$ cat src/design/grid_maze_dfs_generator_assert.svh
// ----------------------------------------------------------------------------
// maze generator assertion macros
// concurrent checks clocked on i_clk, disabled while i_rst_n is low
// ----------------------------------------------------------------------------
`ifndef GRID_MAZE_DFS_GENERATOR_ASSERT_SVH
`define GRID_MAZE_DFS_GENERATOR_ASSERT_SVH

// same-cycle implication
`define GMD_ASSERT_IMPL(label, ante, cons) \
    label: assert property (@(posedge i_clk) disable iff (!i_rst_n) \
        (ante) |-> (cons)) else $error("gmd check failed");

// next-cycle implication
`define GMD_ASSERT_NEXT(label, ante, cons) \
    label: assert property (@(posedge i_clk) disable iff (!i_rst_n) \
        (ante) |=> (cons)) else $error("gmd check failed");

`endif

$ cat src/design/gmd_pkg.sv
// ----------------------------------------------------------------------------
// gmd_pkg
// shared types and constants of the maze generator
// ----------------------------------------------------------------------------
`default_nettype none

package gmd_pkg;

    // fixed field widths
    localparam int S_TDATA_W  = 48;
    localparam int M_TDATA_W  = 24;
    localparam int CFG_DATA_W = 6;
    localparam int COORD_IN_W = 5;
    localparam int LOOP_W     = 11;
    localparam int DOOR_BITS  = 4;

    // cell entry: {visited, door mask}
    localparam int CELL_W  = 5;
    localparam int VIS_BIT = 4;
    localparam logic [CELL_W-1:0] VIS_MASK  = 5'b10000;
    localparam logic [CELL_W-1:0] FULL_MASK = 5'b11111;

    localparam logic [DOOR_BITS-1:0] DOOR_N = 4'b0001;
    localparam logic [DOOR_BITS-1:0] DOOR_E = 4'b0010;
    localparam logic [DOOR_BITS-1:0] DOOR_S = 4'b0100;
    localparam logic [DOOR_BITS-1:0] DOOR_W = 4'b1000;

    // neighbor order of the search
    localparam logic [1:0] DIR_W = 2'd0;
    localparam logic [1:0] DIR_E = 2'd1;
    localparam logic [1:0] DIR_S = 2'd2;
    localparam logic [1:0] DIR_N = 2'd3;

    localparam logic OP_GENERATE = 1'b0;
    localparam logic OP_READ     = 1'b1;

    localparam logic STATUS_OK    = 1'b0;
    localparam logic STATUS_RANGE = 1'b1;

    localparam logic CFG_IDX_WIDTH  = 1'b0;
    localparam logic CFG_IDX_HEIGHT = 1'b1;

    localparam logic [31:0] LFSR_TAPS = 32'h8020_0003;

    typedef enum logic [3:0] {
        S_CLEAR,
        S_IDLE,
        S_INIT,
        S_ISSUE0,
        S_ISSUE1,
        S_DECIDE,
        S_POP,
        S_RDATA,
        S_FINISH
    } t_state;

    typedef struct packed {
        logic load;
        logic step;
    } t_rnd_ctl;

    // residues of the value the next step will produce
    typedef struct packed {
        logic [1:0] lo;
        logic [1:0] mod3;
    } t_rnd;

    typedef struct packed {
        logic              we;
        logic [CELL_W-1:0] mask;
        logic [CELL_W-1:0] data;
    } t_cell_wr;

endpackage

`default_nettype wire

$ cat src/design/gmd_rng.sv
// ----------------------------------------------------------------------------
// gmd_rng
// 32-bit galois lfsr with the residues of its next value kept ready
// ----------------------------------------------------------------------------
`default_nettype none

module gmd_rng (
    input  wire logic              i_clk,
    input  wire logic              i_rst_n,
    input  wire gmd_pkg::t_rnd_ctl i_ctl,
    input  wire logic [31:0]       i_seed,
    output gmd_pkg::t_rnd          o_rnd
);

    logic [31:0]   r_state;
    logic [31:0]   n_state;
    logic [31:0]   w_after;
    gmd_pkg::t_rnd r_rnd;

    function automatic logic [31:0] lfsr_step(input logic [31:0] v);
        return (v >> 1) ^ (v[0] ? gmd_pkg::LFSR_TAPS : 32'd0);
    endfunction

    // 4 = 1 mod 3, so two-bit digits are summed and folded
    function automatic logic [1:0] mod3(input logic [31:0] v);
        logic [3:0] grp [4];
        logic [5:0] s1;
        logic [3:0] s2;
        logic [2:0] s3;
        for (int g = 0; g < 4; g++) begin
            grp[g] = 4'(v[8*g +: 2]) + 4'(v[8*g+2 +: 2])
                   + 4'(v[8*g+4 +: 2]) + 4'(v[8*g+6 +: 2]);
        end
        s1 = 6'(grp[0]) + 6'(grp[1]) + 6'(grp[2]) + 6'(grp[3]);
        s2 = 4'(s1[1:0]) + 4'(s1[3:2]) + 4'(s1[5:4]);
        s3 = 3'(s2[1:0]) + 3'(s2[3:2]);
        if (s3 >= 3'd3) begin
            s3 = s3 - 3'd3;
        end
        return s3[1:0];
    endfunction

    always_comb begin
        n_state = r_state;
        if (i_ctl.load) begin
            n_state = (i_seed == 32'd0) ? 32'd1 : i_seed;
        end else if (i_ctl.step) begin
            n_state = lfsr_step(r_state);
        end
        w_after = lfsr_step(n_state);
    end

    always_ff @(posedge i_clk) begin
        if (!i_rst_n) begin
            r_state <= 32'd1;
        end else begin
            r_state <= n_state;
        end
    end

    always_ff @(posedge i_clk) begin
        r_rnd.lo   <= w_after[1:0];
        r_rnd.mod3 <= mod3(w_after);
    end

    assign o_rnd = r_rnd;

endmodule

`default_nettype wire

$ cat config.mk
export PLATFORM = sky130hd
export DESIGN_NAME = gmd_rng
export DESIGN_NICKNAME = d
export VERILOG_FILES = /design/src/design/grid_maze_dfs_generator_assert.svh /design/src/design/gmd_pkg.sv /design/src/design/gmd_rng.sv
export SDC_FILE = /design/constraint.sdc
export NUM_CORES = 1
export LEC_CHECK = 0
export CORE_MARGIN = 1
export CORE_UTILIZATION = 45
export CTS_CLUSTER_SIZE = 14
export DETAILED_ROUTE_END_ITERATION = 8
export DONT_BUFFER_PORTS = 1
export SYNTH_ARGS = -nofsm -noshare
export SYNTH_HDL_FRONTEND = slang
export SYNTH_SLANG_ARGS = --single-unit
$ cat constraint.sdc
create_clock -name i_clk -period 17.6 [get_ports i_clk]
set_input_delay 3.52 -clock i_clk [delete_from_list [all_inputs] [get_ports i_clk]]
set_output_delay 3.52 -clock i_clk [all_outputs]
set_load 0.01 [all_outputs]
==> run_results.csv, run 1 <==
group,metric,value,unit
clock_network,clk_pin_slew,70,ps
synth,syn_avg_cell_area,9.23,µm²
global_route,antenna_found_initial,0,
cells_and_area,drive_gt1_frac,0.0539,
clock_network,cts_sinks,36,
synth,syn_area,2800,µm²
synth,yosysTopAreaCellShare,0.258,
drt,routedWlPerCell,16.1,µm
synth,yosys_warnings,0,
floorplan,die_height,80.9,µm
outcome,outcome,"finished clean",
floorplan,core_area,5960,µm²
sta,min_period_over_period,0.580,
drt,drc,0,
sta,timing.fmax,97.9,MHz
synth,ys_ff_latch,36,
clock_network,tritoncts,"yes",
placed_design,gp_congestion,0.798,
sta,grt_setup_unrepaired,"false",
clock_network,cts_resized,0,
clock_network,post-cts-setup-buffers,0,
floorplan,num_rows,28,
synth,ys_types,37,
synth,async_flop_share,0,
setup_path,r2r_cells,25,
clock_network,clk_path_buf_depth,2,
floorplan,fp.dieW,80.9,µm
sta,clock-skew-final,11.8,ps
floorplan,die_area,6540,µm²
global_route,grt_pass1_vias,1971,
synth,yosysSeqAreaShare,0.258,
sta,hold_violations,0,
cells_and_area,nNetsFinal,373,
synth,synthFlopType,"dfxtp_1",
setup_path,worstSetupEndpointType,"flip-flop",
setup_path,start_kind,"primary input",
cells_and_area,synthToLayoutAreaGrowth,3.94,%
clock_network,cts_buffers,5,
setup_path,crit_type,"primary input to flip-flop",
synth,synth-edff-count,0,
floorplan,initial_utilization,0.470,
synth,yosysTopAreaCell,"dfxtp_1",
setup_path,cp_data_required_time,17780,ps
clock_network,hold_buffers,0,
synth,syn_nets,380,
sta,min_period,10220,ps
drt,wl,5.98,mm
sta,max_slew_margin,0.598,
global_route,grt_first_pass_wirelength,9.54,mm
drt,drt_iter0_drc,74,
sta,final_max_slew_viol_count,0,
setup_path,path_max_fanout,6,
cells_and_area,antenna_cells,0,
synth,synth_area_leaders,"dfxtp_1 (26%), fa_1 (21%), mux2i_1 (11%)",
flow_run,max_cap_viol_count,0,
drt,avgViaCountPerCell,5.26,
sta,setup_violations,0,
clock_network,clk-insertion-delay-late,300,ps
placed_design,dp_hpwl,4.71,mm
drt,dr.pass1.iters,4,
global_route,overflow,0,
sta,tightestPinTransition,598,ps
drt,drtAntennaViolNets,0,
hold_path,hold_path_depth,4,
drt,vias,1956,
global_route,grt_use_total,0.200,
clock_network,htree_levels,2,
placed_design,portBuffers,0,
hold_path,hp-class,"flip-flop to flip-flop",
sta,final.setup.tns,0,ps
clock_network,cts_root_buf,"clkbuf_8",
global_route,grt_max_degree,73,
synth,syn_inst,303,
floorplan,ioPinCount,40,
setup_path,critPathArrivalTime,10390,ps
## through the flow
| step | instance area [µm²] | util | cells | hold slack (ps) | setup WS [ps] |
|---|---|---|---|---|---|
| finish | 2910 | 0.488 | 372 | 663 | 7380 |
| global route | 2910 | 0.488 | 372 | 699 | 7020 |
| CTS | 2910 | 0.488 | 372 | 669 | 7430 |
| detailed placement | 2800 | 0.470 | 364 | 648 | 7140 |
| global placement | 2800 | 0.470 | 364 | 637 | 7160 |
| floorplan | 2800 | - | 303 | 597 | 7720 |
## kinds of logic (layout without fill, tap and decap cells)
| kind of cell | Yosys count | after routing | share of synthesized area |
|---|---|---|---|
| and+or+nand+nor | 84 | 84 | 0.139 |
| muxes | 31 | 31 | 0.112 |
| xor gates and xnor gates | 13 | 13 | 0.0474 |
| buffers and inverters | 54 | 48 | 0.0890 |
| AOI/OAI and AO/OA | 44 | 44 | 0.0939 |
| DFF | 36 | 36 | 0.258 |
| adders and majority gates | 41 | 41 | 0.261 |
## final cells by class
cell class / count / area, µm²
clock buffer: 5 / 68.8
clock inverter: 3 / 42.5
fill: 602 / 3050
inverter: 39 / 146
multi-input combinational: 213 / 1830
sequential: 36 / 721
tap: 75 / 93.8
timing repair buffer: 1 / 7.51
## cell usage after synthesis (all sizes together) (2+ instances only)
cell type,number
nor2,50
inv,38
dfxtp,36
mux2i,31
fa,29
a21oi,25
xnor2,13
buf,12
ha,12
nand2,11
o21ai,9
nor4,8
and2,7
clkbuf,3
nand2b,3
o22a,3
a211oi,2
nand4,2
o22ai,2
o32a,2
## metal layers
| layer | GRT usage | routed length (µm) |
|---|---|---|
| met5 | 0 | 0 |
| met4 | 0.0482 | 62 |
| met3 | 0.0539 | 444 |
| met2 | 0.320 | 2710 |
| met1 | 0.268 | 2760 |
## layout by cell type (no fill, tap or decap), types with 7 or more instances in the layout
master and n:
a21oi_1 25, nor2_1 49, mux2i_1 30, and2_1 7, nand2_1 10, fa_1 29, inv_1 38, xnor2_1 12
ha_1 12, nor4_1 8, dfxtp_1 36
## worst max-delay path, stage by stage
cell and delay (ps):
nor4_1 540, nand4_1 250, nor2_4 230, o22a_1 200, fa_1 420, fa_1 520
fa_1 520, fa_1 540, inv_1 50, fa_1 470, inv_1 70, ha_1 170
inv_1 60, fa_1 400, nor2b_1 120, o21ai_0 80, nand2b_1 90, fa_1 410
ha_1 210, ha_1 270, ha_1 190, fa_1 470, ha_1 230, o32a_1 340
## worst paths after layout
path	slack, ps	start	end
max	7380	i_seed[23]	o_rnd[1]
min reg2reg	660	r_state[7]	r_state[7]
max reg2reg	10580	r_state[0]	o_rnd[1]
min	660	r_state[7]	r_state[7]
## state kept, by name, indices dropped and copies added (netlist names)
| name | flops |
|---|---|
| r_state | 32 |
| o_rnd | 4 |
Power of run 1 is left out: the tool's default activity adds up to more than one toggle a clock period on the data nets, which glitch-free logic cannot reach.
==> run 2: changes to the inputs <==
--- a/config.mk
+++ b/config.mk
@@ -5,6 +5,7 @@
 export SDC_FILE = /design/constraint.sdc
 export NUM_CORES = 1
 export LEC_CHECK = 0
+export ABC_AREA = 1
 export CORE_MARGIN = 1
 export CORE_UTILIZATION = 45
 export CTS_CLUSTER_SIZE = 14
==> constraint.sdc (replaced) <==
create_clock -name i_clk -period 8.9 [get_ports i_clk]
set_input_delay 1.78 -clock i_clk [delete_from_list [all_inputs] [get_ports i_clk]]
set_output_delay 1.78 -clock i_clk [all_outputs]
set_load 0.01 [all_outputs]
==> run_results.csv, run 2 <==
group,metric,value,unit
outcome,outcome,"finished clean",
cells_and_area,drive_gt1_frac,0.0409,
synth,synth_area_leaders,"dfxtp_1 (25%), fa_1 (20%), inv_1 (8.7%)",
synth,synth-edff-count,0,
global_route,grt_pass1_vias,2307,
setup_path,start_kind,"primary input",
cells_and_area,final_common_cell,"inv_1",
synth,synth_common_cells,"inv_1 (66), nand2_1 (60), nor2_1 (58)",
sta,timing.fmax,119,MHz
drt,routedWlPerCell,14.5,µm
clock_network,post-cts-setup-buffers,0,
sta,setup_slack,477,ps
cells_and_area,synthToLayoutAreaGrowth,4.46,%
clock_network,clk-insertion-delay-late,290,ps
floorplan,num_rows,28,
drt,vias,2271,
sta,min_period_over_period,0.946,
cells_and_area,final_cell_mix,"inv_1 (66), nand2_1 (60), nor2_1 (58)",
setup_path,critPathArrivalTime,8600,ps
floorplan,ioPinCount,40,
drt,dr.pass1.iters,4,
drt,drtAntennaViolNets,0,
sta,final.setup.tns,0,ps
setup_path,critPathLaunch,"i_seed[5]",
sta,final_max_slew_viol_count,0,
clock_network,tritoncts,"yes",
synth,yosysSeqAreaShare,0.254,
placed_design,portBuffers,0,
synth,ys_ff_latch,36,
synth,syn_avg_cell_area,7.62,µm²
floorplan,die_area,6630,µm²
synth,ys_types,30,
global_route,grt_use_total,0.221,
cells_and_area,top_register,"r_state",
synth,async_flop_share,0,
synth,yosysTopAreaCellShare,0.254,
sta,tightestPinTransition,1050,ps
synth,synthFlopType,"dfxtp_1",
setup_path,worstSetupEndpointType,"flip-flop",
drt,drc,0,
global_route,grt_first_pass_wirelength,10.8,mm
synth,syn_nets,449,
setup_path,crit_type,"primary input to flip-flop",
floorplan,initial_utilization,0.473,
cells_and_area,layout.cells.non_filler,442,
setup_path,path_max_fanout,6,
cells_and_area,fillCellCount,609,
synth,synth.most_common_cell,"inv_1",
setup_path,slowest_stage,"fa_1",
clock_network,cts_buffers,5,
sta,holdWs,576,ps
hold_path,hp-class,"flip-flop to flip-flop",
placed_design,gp_congestion,0.824,
clock_network,cts_resized,0,
flow_run,max_cap_viol_count,0,
synth,syn_inst,372,
clock_network,clk_path_buf_depth,2,
drt,drt_iter0_drc,128,
sta,min_period,8420,ps
setup_path,r2r_start,"r_state[0]",
clock_network,hold_buffers,0,
cells_and_area,antenna_cells,0,
sta,max_slew_margin,0.297,
cells_and_area,nNetsFinal,443,
clock_network,clk_pin_slew,70,ps
synth,syn_area,2840,µm²
cells_and_area,largest_reg_flops,32,
clock_network,htree_levels,2,
global_route,antenna_found_initial,0,
sta,setup_violations,0,
synth,yosys_warnings,0,
setup_path,cp_data_required_time,9080,ps
floorplan,die_height,81.4,µm
floorplan,fp.dieW,81.4,µm
synth,yosysTopAreaCell,"dfxtp_1",
drt,avgViaCountPerCell,5.14,
global_route,grt_max_degree,42,
hold_path,hold_start,"r_state[6]",
global_route,overflow,0,
sta,hold_violations,0,
clock_network,cts_root_buf,"clkbuf_8",
drt,wl,6.39,mm
placed_design,dp_hpwl,5.11,mm
setup_path,path_common_cell,"fa_1",
placed_design,post-place-cells,434,
setup_path,slowest_delay,550,ps
sta,grt_setup_unrepaired,"false",
clock_network,cts_sinks,36,
sta,clock-skew-final,5.57,ps
floorplan,core_area,5990,µm²
placed_design,place_ws,133,ps
## run 2: logic make-up (layout without fill, tap and decap cells)
kind of cell | count (synthesis) | in the layout | share of synthesized area
AND/OR/NAND/NOR | 137 | 137 | 0.191
buffers and inverters | 83 | 78 | 0.122
AO/OA/AOI/OAI | 61 | 61 | 0.128
adder cells (fa/ha/maj) | 41 | 41 | 0.258
flip-flops | 36 | 36 | 0.254
multiplexers | 8 | 8 | 0.0287
XOR/XNOR | 6 | 6 | 0.0185
## run 2: metrics by stage
stage / utilization / cell area (µm²)
finish: 0.495 / 2960
global route: 0.495 / 2960
CTS: 0.495 / 2960
detailed placement: 0.477 / 2860
global placement: 0.477 / 2860
floorplan: - / 2840
## run 2: critical path: cells and delay by family
| kind | cells | cell delay (ps) |
|---|---|---|
| AND/OR/NAND/NOR | 7 | 750 |
| adder cells (fa/ha/maj) | 13 | 4830 |
| AO/OA/AOI/OAI | 3 | 680 |
| multiplexers | 1 | 270 |
| buffers and inverters | 5 | 290 |
## run 2: per-layer routing
| layer | part of all wire | track usage | vias up |
|---|---|---|---|
| li1 | - | - | 1144 |
| met4 | 0.0083 | 0.0554 | 0 |
| met1 | 0.46 | 0.289 | 1068 |
| met5 | 0 | 0 | - |
| met3 | 0.062 | 0.0427 | 6 |
| met2 | 0.47 | 0.373 | 53 |
## run 2: path summary, 6_finish.rpt
path	slack, ps	to	cells after the start
max	480	o_rnd[1]	29
min	580	r_state[6]	2
max reg2reg	1710	o_rnd[1]	26
min reg2reg	580	r_state[6]	2
## run 2: final cells by class
cell class	instances	area [µm²]	area share
multi-input cells	253	1770	0.598
inverters	68	255	0.0861
flip-flops and latches	36	721	0.243
repair buffers	2	15.0	0.00507
well taps	75	93.8	0.0317
clock inverters	2	35.0	0.0118
clock buffers	6	72.6	0.0245
Power of run 2 is left out for the same reason.
